<file path="src/rtl/mpd_pkg.sv">
`default_nettype none

package mpd_pkg;

    // Largest chunk the point store can hold.
    localparam int MAX_CHUNK   = 1024;
    localparam int ADDR_W      = $clog2(MAX_CHUNK);
    localparam int FILL_W      = $clog2(MAX_CHUNK + 1);

    // Configuration port.
    localparam int CFG_IDX_W   = 1;
    localparam int CFG_DATA_W  = 11;
    localparam int CHUNK_LEN_W = 11;
    localparam logic [CHUNK_LEN_W-1:0] CHUNK_LEN_RESET = CHUNK_LEN_W'(10);

    localparam logic [CFG_IDX_W-1:0] CFG_DECIMATE_ENABLE = CFG_IDX_W'(0);
    localparam logic [CFG_IDX_W-1:0] CFG_CHUNK_LENGTH    = CFG_IDX_W'(1);

    // Command queue between the front and the back. Depth is a power of two.
    localparam int CMDQ_DEPTH  = 4;
    localparam int CMDQ_PTR_W  = $clog2(CMDQ_DEPTH);
    localparam int CMDQ_CNT_W  = $clog2(CMDQ_DEPTH + 1);

    typedef struct packed {
        logic signed [15:0] x;
        logic signed [15:0] y;
    } t_point;

    // One finished command: an optional min/max pair, then an optional point.
    typedef struct packed {
        logic   pair;
        t_point first;
        t_point second;
        logic   pt;
        t_point point;
        logic   done;
    } t_cmd;

    typedef enum logic [1:0] {
        PH_FIRST,
        PH_SECOND,
        PH_POINT
    } t_phase;

endpackage

`default_nettype wire

</file>
<file path="src/rtl/mpd_cmd_fifo.sv">
`default_nettype none

module mpd_cmd_fifo import mpd_pkg::*; (
    input  wire logic                  i_clk,
    input  wire logic                  i_rst_n,
    input  wire logic                  i_wr,
    input  wire t_cmd                  i_wr_data,
    input  wire logic                  i_rd,
    output t_cmd                       o_rd_data,
    output logic                       o_empty,
    output logic [CMDQ_CNT_W-1:0]      o_count
);

    t_cmd                  r_slot [CMDQ_DEPTH];
    logic [CMDQ_PTR_W-1:0] r_wr_ptr;
    logic [CMDQ_PTR_W-1:0] r_rd_ptr;
    logic [CMDQ_CNT_W-1:0] r_count;

    always_ff @(posedge i_clk) begin
        if (i_wr) begin
            r_slot[r_wr_ptr] <= i_wr_data;
        end
    end

    always_ff @(posedge i_clk) begin
        if (!i_rst_n) begin
            r_wr_ptr <= '0;
            r_rd_ptr <= '0;
            r_count  <= '0;
        end else begin
            if (i_wr) r_wr_ptr <= r_wr_ptr + CMDQ_PTR_W'(1);
            if (i_rd) r_rd_ptr <= r_rd_ptr + CMDQ_PTR_W'(1);
            if (i_wr && !i_rd) begin
                r_count <= r_count + CMDQ_CNT_W'(1);
            end else if (i_rd && !i_wr) begin
                r_count <= r_count - CMDQ_CNT_W'(1);
            end
        end
    end

    assign o_rd_data = r_slot[r_rd_ptr];
    assign o_empty   = (r_count == '0);
    assign o_count   = r_count;

    a_count_bound: assert property (@(posedge i_clk) disable iff (!i_rst_n)
        r_count <= CMDQ_CNT_W'(CMDQ_DEPTH))
        else $error("command queue count exceeds its depth");

    a_no_overflow: assert property (@(posedge i_clk) disable iff (!i_rst_n)
        (i_wr && !i_rd) |-> (r_count != CMDQ_CNT_W'(CMDQ_DEPTH)))
        else $error("command written into a full queue");

    a_no_underflow: assert property (@(posedge i_clk) disable iff (!i_rst_n)
        i_rd |-> (r_count != '0))
        else $error("command read from an empty queue");

    a_ptr_match: assert property (@(posedge i_clk) disable iff (!i_rst_n)
        (r_wr_ptr - r_rd_ptr) == r_count[CMDQ_PTR_W-1:0])
        else $error("queue pointers disagree with the count");

endmodule

`default_nettype wire

</file>
<file path="config.mk">
export PLATFORM = sky130hd
export DESIGN_NAME = mpd_cmd_fifo
export DESIGN_NICKNAME = d
export VERILOG_FILES = /design/src/rtl/mpd_pkg.sv /design/src/rtl/mpd_cmd_fifo.sv
export SDC_FILE = /design/constraint.sdc
export NUM_CORES = 1
export LEC_CHECK = 0
export ABC_AREA = 1
export ABC_CLOCK_PERIOD_IN_PS = 4900
export BUFFER_PORTS_ARGS = -buffer_cell sky130_fd_sc_hd__buf_2
export CAP_MARGIN = 0
export CORE_MARGIN = 2
export CORE_UTILIZATION = 60
export CTS_BUF_LIST = sky130_fd_sc_hd__clkbuf_4
export DETAILED_ROUTE_END_ITERATION = 10
export GPL_TIMING_DRIVEN = 0
export PLACE_DENSITY_LB_ADDON = 0.12
export SYNTH_ARGS = -nofsm -noshare
export SYNTH_HDL_FRONTEND = slang
export SYNTH_SLANG_ARGS = --single-unit
</file>
<file path="constraint.sdc">
create_clock -name i_clk -period 4.9 [get_ports i_clk]
set_clock_uncertainty 0.1 [all_clocks]
set_input_delay 0.735 -clock i_clk [delete_from_list [all_inputs] [get_ports i_clk]]
set_output_delay 0.735 -clock i_clk [all_outputs]
set_load 0.01 [all_outputs]
</file>
==> results.json <==
{
  "outcome": "finished clean",
  "grt_pass1_wl_mm": 50.6,
  "synthCells": 1014,
  "detailed_route_wire_length_mm": 33.7,
  "antenna_found_initial": 6,
  "clock-root-buffer": "sky130_fd_sc_hd__clkbuf_4",
  "routed_wire_length_per_instance_um": 19.6,
  "antenna_left": 0,
  "worstSetupPathType": "register to primary output",
  "clk_lat_worst_skew_ns": 0.68,
  "ff2ff_setup_slack_ns": 2.80,
  "layout.cells.most_common": "sky130_fd_sc_hd__edfxtp_1",
  "post_cts_hold_buffer_count": 0,
  "gp_routability_congestion": 0.737,
  "cts-buffers-inserted": 97,
  "sequential_fraction_of_the_synthesis_area_pct": 80.1,
  "gr-usage-all-layers_pct": 25.5,
  "layout.cells.most_common_list": "396 x sky130_fd_sc_hd__edfxtp_1, 210 x sky130_fd_sc_hd__buf_2, 203 x sky130_fd_sc_hd__nor2_1",
  "setup.worst_path.end_class": "primary output",
  "final_min_period_over_clock_period_pct": 67.4,
  "pre_cts_slack_ns": 2.34,
  "mappedNetlistNets": 1123,
  "timing.max_cap.violations": 0,
  "final_period_minus_worst_setup_slack_ns": 3.30,
  "initialDrtViolationCount": 864,
  "ir_worst_vdd_uv": 304,
  "fp.dieH_um": 162,
  "path_max_fanout": 10,
  "worst-endpoint-arrival_ns": 2.47,
  "tightestPinTransition_ns": 0.770,
  "tritoncts": "yes",
  "cp_launch_type": "register",
  "synth_top_flop_cell": "sky130_fd_sc_hd__edfxtp_1",
  "via_count": 9672,
  "required_time_of_the_critical_path_ns": 4.07,
  "io_pins": 206,
  "setup_viol": 0,
  "worst_slew_margin_rel_pct": 48.7,
  "yosys_warnings": 0,
  "syn_area_um2": 15100,
  "power_per_cell_area_nw_per_um2": 406,
  "die_width_um": 162,
  "synth_enable_flop_cells": 396,
  "finalWorstSetupSlack_ns": 1.60,
  "core_area_um2": 24900,
  "post-route-drc-count": 0,
  "htreeDepth": 3,
  "cts_sinks": 405,
  "detailed_placer_s_ending_hpwl_mm": 19.3,
  "dr.pass1.iters": 7,
  "asyncSetResetFlopFracSynth_pct": 0,
  "cts_max_path_buffers": 3,
  "placedCellCount": 1553,
  "total_grt_overflow": 0,
  "hold_violations": 0,
  "fin_nets": 1431,
  "hold_path_class": "input port to register",
  "synth.ff_latch_count": 405,
  "post_synth.cell_area_avg_um2": 14.9,
  "rsz0062_at_grt": "no",
  "final_cell_count_no_fill": 1720,
  "num_rows": 58,
  "cts_repair_resize_count": 0,
  "leakagePower_nw": 6.36,
  "number_of_i_o_port_buffers": 205,
  "max_freq_mhz": 303,
  "cts.reportedPaths.clkPinSlew_ns": 0.07,
  "post_route_cells_drive_above_1_share_pct": 27.4,
  "grt_max_degree": 82,
  "yosys_cell_types": 21,
  "layout-area-overhead-vs-synth_pct": 18.0,
  "count_of_buffers_added_by_post_cts_timing_repair_for_setup": 0,
  "die_area_um2": 26400,
  "slew_violations": 0,
  "vias_in_the_first_global_route": 9578,
  "route.detailed.vias_per_inst": 5.62,
  "initial_core_util_pct": 60.6
}
[Yosys cell counts (4+ instances only)]
cell	instances	share of area [%]
sky130_fd_sc_hd__dfxtp_1	9	1.2
sky130_fd_sc_hd__inv_1	15	0.37
sky130_fd_sc_hd__buf_4	7	0.35
sky130_fd_sc_hd__edfxtp_1	396	79
sky130_fd_sc_hd__a21oi_1	4	0.13
sky130_fd_sc_hd__nor2_1	203	5.1
sky130_fd_sc_hd__buf_6	11	0.82
sky130_fd_sc_hd__o21ai_0	182	6.0
sky130_fd_sc_hd__o22ai_1	99	4.1
sky130_fd_sc_hd__nand2_1	9	0.22
sky130_fd_sc_hd__ha_1	5	0.42
sky130_fd_sc_hd__buf_2	5	0.17
sky130_fd_sc_hd__o21ai_1	22	0.73
sky130_fd_sc_hd__clkbuf_1	40	1.0
[final timing paths]
path,from,endpoint,cells past startpoint
worst max-delay path,register,o_rd_data[31],7
worst max register to register,r_wr_ptr[0],r_slot[2][75],5
worst min register to register,r_rd_ptr[1],r_rd_ptr[1],1
worst min-delay path,i_wr_data[22],r_slot[2][22],1
[stage by stage]
stage | TNS, ns | hold WS [ns] | power (mW) | area, um^2 | utilization (%)
2_1_floorplan | 0 | 0.312 | 4.45 | 15100 | -
3_3_place_gp | -5.11 | 0.326 | 4.78 | 16500 | 66.3
3_5_place_dp | 0 | 0.341 | 4.79 | 16600 | 66.8
4_1_cts | 0 | 0.0671 | 7.29 | 17800 | 71.4
5_1_grt | 0 | 0.0866 | 7.55 | 17800 | 71.4
6_report | 0 | 0.139 | 7.23 | 17800 | 71.5
[layout make-up]
type	count	area (um^2)
plain buffers	64	372
flip-flops and latches	405	12100
well taps	330	413
inverters	17	88.8
multi-input cells	528	2550
repair buffers	209	1140
fillers	1705	7100
clock buffers	133	998
diodes	6	15.0
clock inverters	28	141
[registers in the layout, summed over array words and instances, names as in the netlist, named ones only]
register  cells
r_slot      396
o_count       3
r_wr_ptr      2
r_rd_ptr      2
[layer usage]
layer / part of all wire (%) / wire, um / GRT usage (%) / vias up
met3: 8.8 / 2960 / 6.29 / 65
met2: 49 / 16500 / 40.4 / 435
li1: - / - / - / 4515
met1: 39 / 13300 / 33.8 / 4655
met5: 0.033 / 11 / 0 / -
met4: 2.9 / 977 / 12.2 / 2
[cell families (layout without fill, tap and decap cells)]
kind of cell / count (synthesis) / after routing / share of synthesized area [%]
fa+ha+maj: 6 / 6 / 0.548
other cells: 0 / 6 / 0
flops: 405 / 405 / 80.1
simple gates: 215 / 215 / 5.39
compound gates: 307 / 307 / 11.0
buf+inv: 81 / 451 / 2.96
[critical path: stages (launching register included)]
cell and delay, ns:
sky130_fd_sc_hd__dfxtp_1 0.31, sky130_fd_sc_hd__buf_6 0.16, sky130_fd_sc_hd__buf_6 0.17, sky130_fd_sc_hd__inv_6 0.13, sky130_fd_sc_hd__clkbuf_1 0.43, sky130_fd_sc_hd__o21ai_0 0.17
sky130_fd_sc_hd__o22ai_1 0.22, sky130_fd_sc_hd__buf_2 0.19
[power breakdown]
group	switching, mW	total [mW]	internal (mW)	leakage [nW]
Combinational	0.485	0.729	0.243	1.98
Sequential	0.0329	3.99	3.96	3.71
Clock	1.21	2.51	1.30	0.676
Total	1.73	7.23	5.50	6.36
Note: power is estimated with default switching activity, not from simulation.
