## src/rtl/mpd_pkg.sv

```systemverilog
`default_nettype none

package mpd_pkg;

    // Largest chunk the point store can hold.
    localparam int MAX_CHUNK   = 1024;
    localparam int ADDR_W      = $clog2(MAX_CHUNK);
    localparam int FILL_W      = $clog2(MAX_CHUNK + 1);

    // Configuration port.
    localparam int CFG_IDX_W   = 1;
    localparam int CFG_DATA_W  = 11;
    localparam int CHUNK_LEN_W = 11;
    localparam logic [CHUNK_LEN_W-1:0] CHUNK_LEN_RESET = CHUNK_LEN_W'(10);

    localparam logic [CFG_IDX_W-1:0] CFG_DECIMATE_ENABLE = CFG_IDX_W'(0);
    localparam logic [CFG_IDX_W-1:0] CFG_CHUNK_LENGTH    = CFG_IDX_W'(1);

    // Command queue between the front and the back. Depth is a power of two.
    localparam int CMDQ_DEPTH  = 4;
    localparam int CMDQ_PTR_W  = $clog2(CMDQ_DEPTH);
    localparam int CMDQ_CNT_W  = $clog2(CMDQ_DEPTH + 1);

    typedef struct packed {
        logic signed [15:0] x;
        logic signed [15:0] y;
    } t_point;

    // One finished command: an optional min/max pair, then an optional point.
    typedef struct packed {
        logic   pair;
        t_point first;
        t_point second;
        logic   pt;
        t_point point;
        logic   done;
    } t_cmd;

    typedef enum logic [1:0] {
        PH_FIRST,
        PH_SECOND,
        PH_POINT
    } t_phase;

endpackage

`default_nettype wire

```

## src/rtl/mpd_back.sv

```systemverilog
`default_nettype none

module mpd_back import mpd_pkg::*; (
    input  wire logic        i_clk,
    input  wire logic        i_rst_n,
    input  wire t_cmd        i_head,
    input  wire logic        i_pop,
    output logic             o_head_rd,
    output logic signed [15:0] o_x,
    output logic signed [15:0] o_y,
    output logic             o_last,
    output logic             o_done
);

    t_phase r_phase;
    t_phase n_phase;
    t_phase cur;
    t_point sel;

    always_ff @(posedge i_clk) begin
        if (!i_rst_n) begin
            r_phase <= PH_FIRST;
        end else begin
            r_phase <= n_phase;
        end
    end

    always_comb begin
        // A command without a pair starts directly on its point.
        cur = ((r_phase == PH_FIRST) && !i_head.pair) ? PH_POINT : r_phase;
        sel       = i_head.point;
        o_last    = 1'b1;
        o_done    = 1'b0;
        n_phase   = r_phase;
        o_head_rd = 1'b0;
        unique case (cur)
            PH_FIRST: begin
                sel    = i_head.first;
                o_last = 1'b0;
            end
            PH_SECOND: begin
                sel    = i_head.second;
                o_last = !i_head.pt;
            end
            PH_POINT: begin
                sel    = i_head.point;
                o_done = i_head.done;
            end
            default: begin
                sel    = i_head.point;
            end
        endcase
        if (i_pop) begin
            if (o_last) begin
                n_phase   = PH_FIRST;
                o_head_rd = 1'b1;
            end else if (cur == PH_FIRST) begin
                n_phase   = PH_SECOND;
            end else begin
                n_phase   = PH_POINT;
            end
        end
    end

    assign o_x = sel.x;
    assign o_y = sel.y;

endmodule

`default_nettype wire
```

## config.mk

```make
export PLATFORM = sky130hd
export DESIGN_NAME = mpd_back
export DESIGN_NICKNAME = d
export VERILOG_FILES = /design/src/rtl/mpd_pkg.sv /design/src/rtl/mpd_back.sv
export SDC_FILE = /design/constraint.sdc
export NUM_CORES = 1
export LEC_CHECK = 0
export BUFFER_PORTS_ARGS = -buffer_cell sky130_fd_sc_hd__clkbuf_2
export CAP_MARGIN = 20
export CORE_MARGIN = 2
export CORE_UTILIZATION = 32
export DETAILED_ROUTE_END_ITERATION = 8
export PLACE_DENSITY = 0.85
export RECOVER_POWER = 100
export REMOVE_ABC_BUFFERS = 1
export SETUP_SLACK_MARGIN = 0.3
export SLEW_MARGIN = 40
export SYNTH_ARGS = -nofsm -noshare
export SYNTH_HDL_FRONTEND = slang
export SYNTH_SLANG_ARGS = --single-unit
```

## constraint.sdc

```tcl
create_clock -name i_clk -period 4.4 [get_ports i_clk]
set_clock_uncertainty 0.2 [all_clocks]
set_input_delay 0.44 -clock i_clk [delete_from_list [all_inputs] [get_ports i_clk]]
set_output_delay 0.44 -clock i_clk [all_outputs]
set_load 0.005 [all_outputs]
```

==> results of run 1 <==
==> power breakdown <==
part	total [mW]	switching (mW)	internal, mW
sequential	0.0213	0.00234	0.0190
clock	0.0400	0.00997	0.0300
combinational	0.160	0.0620	0.0979
==> per-layer routing <==
layer / vias up / GRT usage [%] / wire (µm)
met5: - / 0 / 0
met4: 0 / 5.980 / 30
met3: 4 / 3.401 / 364
met2: 86 / 34.74 / 1668
met1: 594 / 20.46 / 1335
li1: 697 / - / -
==> stage by stage <==
step / cell area [µm²] / utilization, % / setup WS [ps] / power (mW)
after floorplan: 820.8 / - / 1891 / 0.09553
after global placement: 1555 / 56.89 / 1766 / 0.1827
after detailed placement: 1558 / 56.98 / 1755 / 0.1848
after CTS: 1580 / 57.80 / 1516 / 0.2275
after global routing: 1563 / 57.16 / 890.1 / 0.2402
final: 1563 / 57.16 / 1157 / 0.2212
==> layout by cell type (no fill, tap or decap), drive strengths merged, types with 2 or more instances in the layout <==
cell type / Yosys / final
o221a: 32 / 32
clkbuf: 6 / 139
or4b: 32 / 32
dfxtp: 2 / 2
buf: 11 / 2
o21a: 2 / 2
nand2b: 2 / 2
nor2b: 2 / 2
==> worst max-delay path by stage <==
stage	end	startpoint	cells after the start
after CTS	o_y[9]	r_phase[0]$_SDFFE_PN0P_	4
after global routing	o_x[4]	r_phase[0]$_SDFFE_PN0P_	4
after floorplan	o_x[0]	r_phase[0]$_SDFFE_PN0P_	2
after detailed placement	o_y[9]	r_phase[0]$_SDFFE_PN0P_	4
final	o_y[9]	r_phase[0]$_SDFFE_PN0P_	4
after global placement	o_y[9]	r_phase[0]$_SDFFE_PN0P_	3
==> cells in the mapped netlist (all sizes together) <==
| master | number |
|---|---|
| o221a | 32 |
| or4b | 32 |
| buf | 11 |
| clkbuf | 6 |
| dfxtp | 2 |
| nand2b | 2 |
| nor2b | 2 |
| o21a | 2 |
| a21boi | 1 |
| mux2i | 1 |
| nand4b | 1 |
| nor3b | 1 |
| nor4bb | 1 |
| o21ba | 1 |
| or2 | 1 |
==> logic make-up (layout without fill, tap and decap cells) <==
| family | after synthesis | count (layout) | share of synthesized area, % |
|---|---|---|---|
| AOI/OAI and AO/OA | 36 | 36 | 43.07 |
| DFF | 2 | 2 | 4.390 |
| buffers and inverters | 17 | 141 | 10.01 |
| and+or+nand+nor | 40 | 40 | 41.43 |
| muxes | 1 | 1 | 1.097 |
==> area by class of cell <==
| cell class | count | area, µm² | area share, % |
|---|---|---|---|
| well taps | 31 | 38.79 | 2.482 |
| multi-input cells | 77 | 783.3 | 50.12 |
| clock buffers | 3 | 22.52 | 1.441 |
| flip-flops and latches | 2 | 40.04 | 2.562 |
| repair buffers | 138 | 678.2 | 43.39 |
==> critical path, cell delays in order (launching register included) <==
cell      delay, ps
dfxtp_1         640
clkbuf_1        620
o21ba_2         660
o221a_2         320
clkbuf_1        120
==> reports/qor.yml, run 1 <==
status:
  status: "finished clean"
routing:
  ant_nets: 0
  drcViolationCount: 0
  wl_um: 3398
  drt_iter0_drc: 57
  vias: 1381
  drt_first_pass_iters: 4
  vias_per_cell: 5.502
  drt-wirelength-per-cell_um: 13.54
place:
  hpwl_um: 2679
  gp_congestion: 0.6618
  dp_cells: 248
  place.port_buffers: 136
timing:
  worst_slew_pin_slew_ps: 1010
  fmax_ghz: 0.3084
  rsz0062_at_grt: "false"
  period_share_pct: 73.70
  hold_violations: 0
  slew_viol_final: 0
  setup_viol: 0
  finalHoldWorstSlack_ps: 241.8
  setup_tns_ps: 0
  maxSlewHeadroom_pct: 32.66
  fin_crit_ps: 3243
floorplanning:
  fp.dieW_um: 57.39
  num_io_pins: 137
  core_area_mm2: 0.002734
  rows: 19
  die_h_um: 57.39
  initial_utilization_pct: 33.36
  dieArea_mm2: 0.003294
yosys:
  ys_seq_elements: 2
  ys_seq_area_share_pct: 4.390
  synth_area_leaders: "o221a_2 (40%), or4b_1 (35%), buf_2 (4.9%), dfxtp_1 (4.4%), buf_6 (2.5%)"
  yosysUniqueCellTypes: 17
  syn-cell-area_um2: 912.1
  synth-warning-count: 0
  synth.largest_area_cell: "o221a_2"
  synthCells: 96
  yosys.area.top_type_share_pct: 39.51
  synth.avg_cell_area_um2: 9.501
cts:
  tritoncts: "yes"
  htreeDepth: 1
  cts.reportedPaths.clkPinSlew_ps: 30
  ctsResizeCount: 0
  cts_buffers: 3
  clockBufferDepth: 2
  clk_latency_ps: 220
  ctsHoldBuffers: 0
  numClockSinks: 2
  cts_root_buf: "clkbuf_4"
  post-cts-setup-buffers: 0
setup_path:
  crit_fanout: 32
  reg2reg_depth: 3
  critPathKind: "reg2out"
  arrival_ps: 2600
  reg2reg_setup_slack_ps: 2480
  reg2reg_from: "r_phase[0]$_SDFFE_PN0P_"
  worstReg2RegEnd: "r_phase[0]$_SDFFE_PN0P_"
  cp-start-kind: "register"
  cp_data_required_time_ps: 3760
  cp-end-kind: "primary output"
grt:
  antenna_found_initial: 0
  first_global_vias: 1229
  track_usage_pct: 18.43
  grt_max_degree: 40
  grt_remaining_overflow: 0
  grt_pass1_wl_um: 5002
cells_and_area:
  diodes: 0
  area_growth_pct: 71.33
  top_register: "r_phase"
  nets: 324
  stdcell_count: 251
  largest_register_ffs: 2
  drive_gt1_share_pct: 74.55
  nFillCells: 248
  top_regs: "r_phase: 2 flops"
power:
  power.density_mw_per_mm2: 141.5
  peakVddDrop_mv: 0.1348
  power_leakage_nw: 0.8053
min_path:
  min_delay_worst_endpoint: "r_phase[0]$_SDFFE_PN0P_"
  hp-start: "i_rst_n"
  holdPathStages: 2
  min_path_type: "in2reg"
run:
  drv_cap: 0
No activity file was read; power rests on OpenSTA's default activity.
==> inputs of run 2 (changes only) <==
- ABC_AREA: unset -> 1
- CORE_UTILIZATION: 32 -> 28
- PLACE_DENSITY: 0.85 -> 0.8
- clock period: 4.4 -> 3 ns (I/O delays scaled with it)
==> reports/qor.yml, run 2 <==
status:
  status: "finished clean"
routing:
  vias_per_cell: 4.928  # -10%
  wl_um: 3343  # -1.6%
  drt_first_pass_iters: 4  # unchanged
  ant_nets: 0  # unchanged
  vias: 1582  # +15%
  drcViolationCount: 0  # unchanged
  drt-wirelength-per-cell_um: 10.41  # -23%
  drt_iter0_drc: 72  # +26%
cells_and_area:
  drive_gt1_share_pct: 46.90  # -28 points
  mostFrequentLayoutCells: "clkbuf_2 (130), nand2_1 (70), nand3_1 (33)"
  nFillCells: 295  # +19%
  nets: 394  # +22%
  largest_register_ffs: 2  # unchanged
  layout_commonest_cell: "clkbuf_2"
  diodes: 0  # unchanged
  top_regs: "r_phase: 2 flops"
  top_register: "r_phase"
  area_growth_pct: 83.52
setup_path:
  reg2reg_depth: 4  # +1
  critPathKind: "reg2out"
  reg2reg_setup_slack_ps: 1230  # -1250 ps
  reg2reg_from: "r_phase[0]$_SDFFE_PN0P_"
  arrival_ps: 1990  # -610 ps
  crit_fanout: 36  # +13%
  cp-end-kind: "primary output"
  cp_data_required_time_ps: 2500  # -1260 ps
  cp-start-kind: "register"
  setup.worst_path.end: "o_y[5]"
  worstReg2RegEnd: "r_phase[1]$_SDFFE_PN0P_"
  crit_start: "r_phase[1]$_SDFFE_PN0P_"
power:
  power_leakage_nw: 0.9018  # +12%
  power.total_mw: 0.3303  # +49%
  peakVddDrop_mv: 0.2376  # +76%
  power.density_mw_per_mm2: 223.7  # +58%
min_path:
  min_path_type: "in2reg"
  holdPathStages: 2  # unchanged
yosys:
  synthCells: 165  # +72%
  synthTopCellsByCount: "nand2_1 (70), nand3_1 (33), nand4_1 (32), buf_2 (8)"
  yosysUniqueCellTypes: 14  # -3
  synth.largest_area_cell: "nand2_1"
  synth_area_leaders: "nand2_1 (33%), nand4_1 (25%), nand3_1 (21%), buf_2 (5.0%), dfxtp_1 (5.0%)"
  async_flop_share_pct: 0  # unchanged
  ys_seq_area_share_pct: 4.977  # +0.59 points
  synth_edf_count: 0  # unchanged
  synth_flop_cell: "dfxtp_1"
  syn-cell-area_um2: 804.5  # -12%
  synth-warning-count: 0  # unchanged
  yosysMostFrequentCell: "nand2_1"
  yosys.area.top_type_share_pct: 32.66  # -6.8 points
  synth.avg_cell_area_um2: 4.876  # -49%
  ys_seq_elements: 2  # unchanged
grt:
  grt_max_degree: 37  # -7.5%
  grt_pass1_wl_um: 5313  # +6.2%
  track_usage_pct: 19.28  # +0.84 points
  antenna_found_initial: 0  # unchanged
  first_global_vias: 1303  # +6.0%
  grt_remaining_overflow: 0  # unchanged
timing:
  slew_viol_final: 0  # unchanged
  worst_slew_pin_slew_ps: 945.0  # -65.05 ps
  setup_viol: 0  # unchanged
  setup_tns_ps: 0  # unchanged
  fin_crit_ps: 2486
  maxSlewHeadroom_pct: 36.93  # +4.3 points
  fmax_ghz: 0.4023
  period_share_pct: 82.87
  hold_violations: 0  # unchanged
  rsz0062_at_grt: "false"
cts:
  cts_buffers: 3  # unchanged
  tritoncts: "yes"
  clockBufferDepth: 2  # unchanged
  ctsResizeCount: 0  # unchanged
  cts_root_buf: "clkbuf_4"
  post-cts-setup-buffers: 0  # unchanged
  clk_latency_ps: 230  # about the same
  ctsHoldBuffers: 0  # unchanged
  cts.reportedPaths.clkPinSlew_ps: 30  # about the same
  htreeDepth: 1  # unchanged
  numClockSinks: 2  # unchanged
run:
  drv_cap: 0  # unchanged
floorplanning:
  rows: 19  # unchanged
  num_io_pins: 137  # unchanged
  dieArea_mm2: 0.003318  # +0.75%
  initial_utilization_pct: 29.43  # -3.9 points
  fp.dieW_um: 57.61  # +0.37%
  core_area_mm2: 0.002734  # unchanged
  die_h_um: 57.61  # +0.37%
place:
  hpwl_um: 2709  # +1.1%
  gp_congestion: 0.7131  # +7.8%
  place.port_buffers: 136  # unchanged
[run 2: cell types whose count changed in the layout (fill, tap and decap cells not counted), sizes merged, moves of 2 or more]
cell	previous run	this run
a21oi	0	3
buf	2	0
clkbuf	139	141
inv	0	4
nand2	0	70
nand2b	2	0
nand3	0	33
nand4	0	32
nor2b	2	0
o21a	2	0
o21ai	0	3
o221a	32	0
or4b	32	0
[run 2: area by class of cell]
cell class,instances,area (µm²),area share [%]
clock buffer,3,22.52,1.525
inverter,4,15.01,1.017
multi-input combinational,143,679.4,46.02
sequential,2,40.04,2.712
tap,31,38.79,2.627
timing repair buffer,138,680.7,46.10
[run 2: worst max-delay path, cell delays in order, from the launching register on]
cell,delay (ps)
dfxtp_1,330
inv_1,700
o21ai_2,120
clkbuf_2,290
nand2_1,110
nand3_1,80
clkbuf_2,120
[run 2: cell families after synthesis]
kind of cell | share of synthesized area (%)
and+or+nand+nor | 80.25
buffers and inverters | 10.58
AOI/OAI and AO/OA | 4.199
DFF | 4.977
[run 2: how the worst min path moves through the flow]
stage	start	endpoint	slack, ps
global placement	i_head[33]	r_phase[1]$_SDFFE_PN0P_	350
floorplan	i_pop	r_phase[0]$_SDFFE_PN0P_	190
detailed placement	i_rst_n	r_phase[1]$_SDFFE_PN0P_	350
global route	i_pop	r_phase[0]$_SDFFE_PN0P_	130
CTS	i_pop	r_phase[0]$_SDFFE_PN0P_	110
finish	i_pop	r_phase[0]$_SDFFE_PN0P_	120
[run 2: through the flow]
step	hold slack (ps)	utilization, %	cell area (µm²)	instances	setup slack, ps
floorplan	193.5	-	734.5	149	1196
global placement	347.8	53.73	1469	318	858.5
detailed placement	350.6	53.73	1469	318	815.4
CTS	113.6	54.55	1491	321	562.1
global route	128.7	54.00	1476	321	238.9
finish	118.5	54.00	1476	321	514.0
[run 2: metal layers]
metal | GRT usage, % | part of all wire [%] | wire (µm)
met1 | 21.17 | 37 | 1246
met2 | 37.50 | 52 | 1730
met3 | 2.721 | 10 | 340
met4 | 5.648 | 0.75 | 25
met5 | 0 | 0 | 0
[run 2: report_power, final]
group	total, mW	switching, mW	leakage (nW)	internal, mW
Sequential	0.0306	0.00203	0.0165	0.0286
Combinational	0.240	0.121	0.871	0.118
Clock	0.0598	0.0157	0.0138	0.0441
Total	0.330	0.139	0.902	0.191
==> inputs of run 3 (changes only) <==
- clock period: 3 -> 2.43 ns (I/O delays scaled with it)
==> reports/qor.yml, run 3 (synthesis results as in run 2) <==
cells_and_area:
  layout_commonest_cell: "clkbuf_2"
  stdcell_count: 324  # +0.93%
  drive_gt1_share_pct: 46.76  # -0.14 points
  top_regs: "r_phase: 2 flops"
  mostFrequentLayoutCells: "clkbuf_2 (127), nand2_1 (70), nand3_1 (33)"
  area_growth_pct: 88.18
  largest_register_ffs: 2  # unchanged
  nets: 397  # +0.76%
  nFillCells: 295  # unchanged
  top_register: "r_phase"
  diodes: 0  # unchanged
timing:
  maxSlewHeadroom_pct: 57.67  # +21 points
  fin_crit_ps: 2076
  rsz0062_at_grt: "false"
  slew_viol_final: 0  # unchanged
  setup_viol: 0  # unchanged
  period_share_pct: 85.42
  fmax_ghz: 0.4817
  worst_slew_pin_slew_ps: 634.9  # -310.1 ps
  setup_tns_ps: 0  # unchanged
  hold_violations: 0  # unchanged
  finalHoldWorstSlack_ps: 56.05  # -62.49 ps
cts:
  ctsResizeCount: 0  # unchanged
  post-cts-setup-buffers: 0  # unchanged
  numClockSinks: 2  # unchanged
  tritoncts: "yes"
  cts_buffers: 3  # unchanged
  cts.reportedPaths.clkPinSlew_ps: 30  # about the same
  cts_root_buf: "clkbuf_4"
  clockBufferDepth: 2  # unchanged
  ctsHoldBuffers: 0  # unchanged
  htreeDepth: 1  # unchanged
  clk_latency_ps: 230  # about the same
routing:
  ant_nets: 0  # unchanged
  drt_first_pass_iters: 4  # unchanged
  wl_um: 3440  # +2.9%
  drcViolationCount: 0  # unchanged
  drt_iter0_drc: 63  # -13%
  drt-wirelength-per-cell_um: 10.62  # +1.9%
  vias: 1584  # +0.13%
  vias_per_cell: 4.889  # -0.80%
setup_path:
  cpMaxStageDelayCell: "clkbuf_2"
  crit_start: "r_phase[0]$_SDFFE_PN0P_"
  crit_buf_inv: 3  # unchanged
  worstReg2RegEnd: "r_phase[0]$_SDFFE_PN0P_"
  arrival_ps: 1630  # -360 ps
  reg2reg_depth: 4  # unchanged
  cp-start-kind: "register"
  reg2reg_from: "r_phase[0]$_SDFFE_PN0P_"
  setup.worst_path.end: "o_y[2]"
  reg2reg_setup_slack_ps: 900  # -330 ps
  crit_chain: "inv_1 > clkbuf_2 > nand4_1 > nand3_1 > clkbuf_2"
  slowest_delay_ps: 530  # -170 ps
  cp_data_required_time_ps: 1990  # -510 ps
  crit_top_cell: "clkbuf_2"
  critPathKind: "reg2out"
  critPathTopFamily: "buffers and inverters"
  crit_fanout: 34  # -5.6%
  path_depth: 5  # -1
  cp-end-kind: "primary output"
min_path:
  hp-start: "i_pop"
  min_path_type: "in2reg"
grt:
  first_global_vias: 1346  # +3.3%
  grt_max_degree: 37  # unchanged
  use_met3_pct: 4.535  # +1.8 points
  busiest_layer: "met2"
  met2_usage_pct: 37.50  # unchanged
  antenna_found_initial: 0  # unchanged
  grt_pass1_wl_um: 5644  # +6.2%
  met1_usage_pct: 24.32  # +3.1 points
  track_usage_pct: 20.62  # +1.3 points
  grt_remaining_overflow: 0  # unchanged
place:
  gp_congestion: 0.7200  # +0.97%
  hpwl_um: 2798  # +3.3%
  place.port_buffers: 136  # unchanged
  dp_cells: 321  # +0.94%
floorplanning:
  die_h_um: 57.61  # unchanged
  num_io_pins: 137  # unchanged
  fp.dieW_um: 57.61  # unchanged
  dieArea_mm2: 0.003318  # unchanged
  initial_utilization_pct: 29.43  # unchanged
  rows: 19  # unchanged
  core_area_mm2: 0.002734  # unchanged
power:
  peakVddDrop_mv: 0.2567  # +8.0%
  power.density_mw_per_mm2: 276.2  # +23%
  power_leakage_nw: 0.9151  # +1.5%
run:
  drv_cap: 0  # unchanged
status:
  status: "finished clean"
==> run 3: per-stage QoR <==
step	util, %	setup slack [ps]	cell area [µm²]	power [mW]
after floorplan	-	683.2	734.5	0.1667
after global placement	55.01	671.1	1504	0.3492
after detailed placement	55.01	642.9	1504	0.3516
after CTS	55.84	393.3	1526	0.4300
after global routing	55.38	170.5	1514	0.4677
final	55.38	354.2	1514	0.4181
==> run 3: power by group <==
| group | internal (mW) | switching, mW | total, mW | leakage [nW] |
|---|---|---|---|---|
| clock | 0.0545 | 0.0195 | 0.0739 | 0.0138 |
| combinational | 0.153 | 0.153 | 0.306 | 0.885 |
| sequential | 0.0353 | 0.00290 | 0.0382 | 0.0165 |
| total | 0.243 | 0.175 | 0.418 | 0.915 |
==> run 3: cell type report <==
| class | instances | area [µm²] | share of cell area, % |
|---|---|---|---|
| inverter | 4 | 17.52 | 1.157 |
| multi-input combinational | 143 | 679.4 | 44.88 |
| tap | 31 | 38.79 | 2.562 |
| timing repair buffer | 141 | 715.7 | 47.27 |
| clock buffer | 3 | 22.52 | 1.488 |
| sequential | 2 | 40.04 | 2.645 |
==> run 3: worst min path at each step <==
stage / end / cells after the start
floorplan: r_phase[0]$_SDFFE_PN0P_ / 1
global placement: r_phase[0]$_SDFFE_PN0P_ / 3
detailed placement: r_phase[0]$_SDFFE_PN0P_ / 3
CTS: r_phase[0]$_SDFFE_PN0P_ / 3
global route: r_phase[0]$_SDFFE_PN0P_ / 2
finish: r_phase[0]$_SDFFE_PN0P_ / 2
==> run 3: layer usage <==
metal	vias up	wire, µm	share of wire (%)
met5	-	0	0
met4	0	23	0.67
met3	4	339	9.9
met2	74	1712	50
met1	669	1365	40
li1	837	-	-
==> run 3: worst reg2reg max path: stages (launching register included) <==
cell and delay [ps]:
dfxtp_1 330, inv_1 120, clkbuf_2 530, nand3_1 140, a21oi_1 150
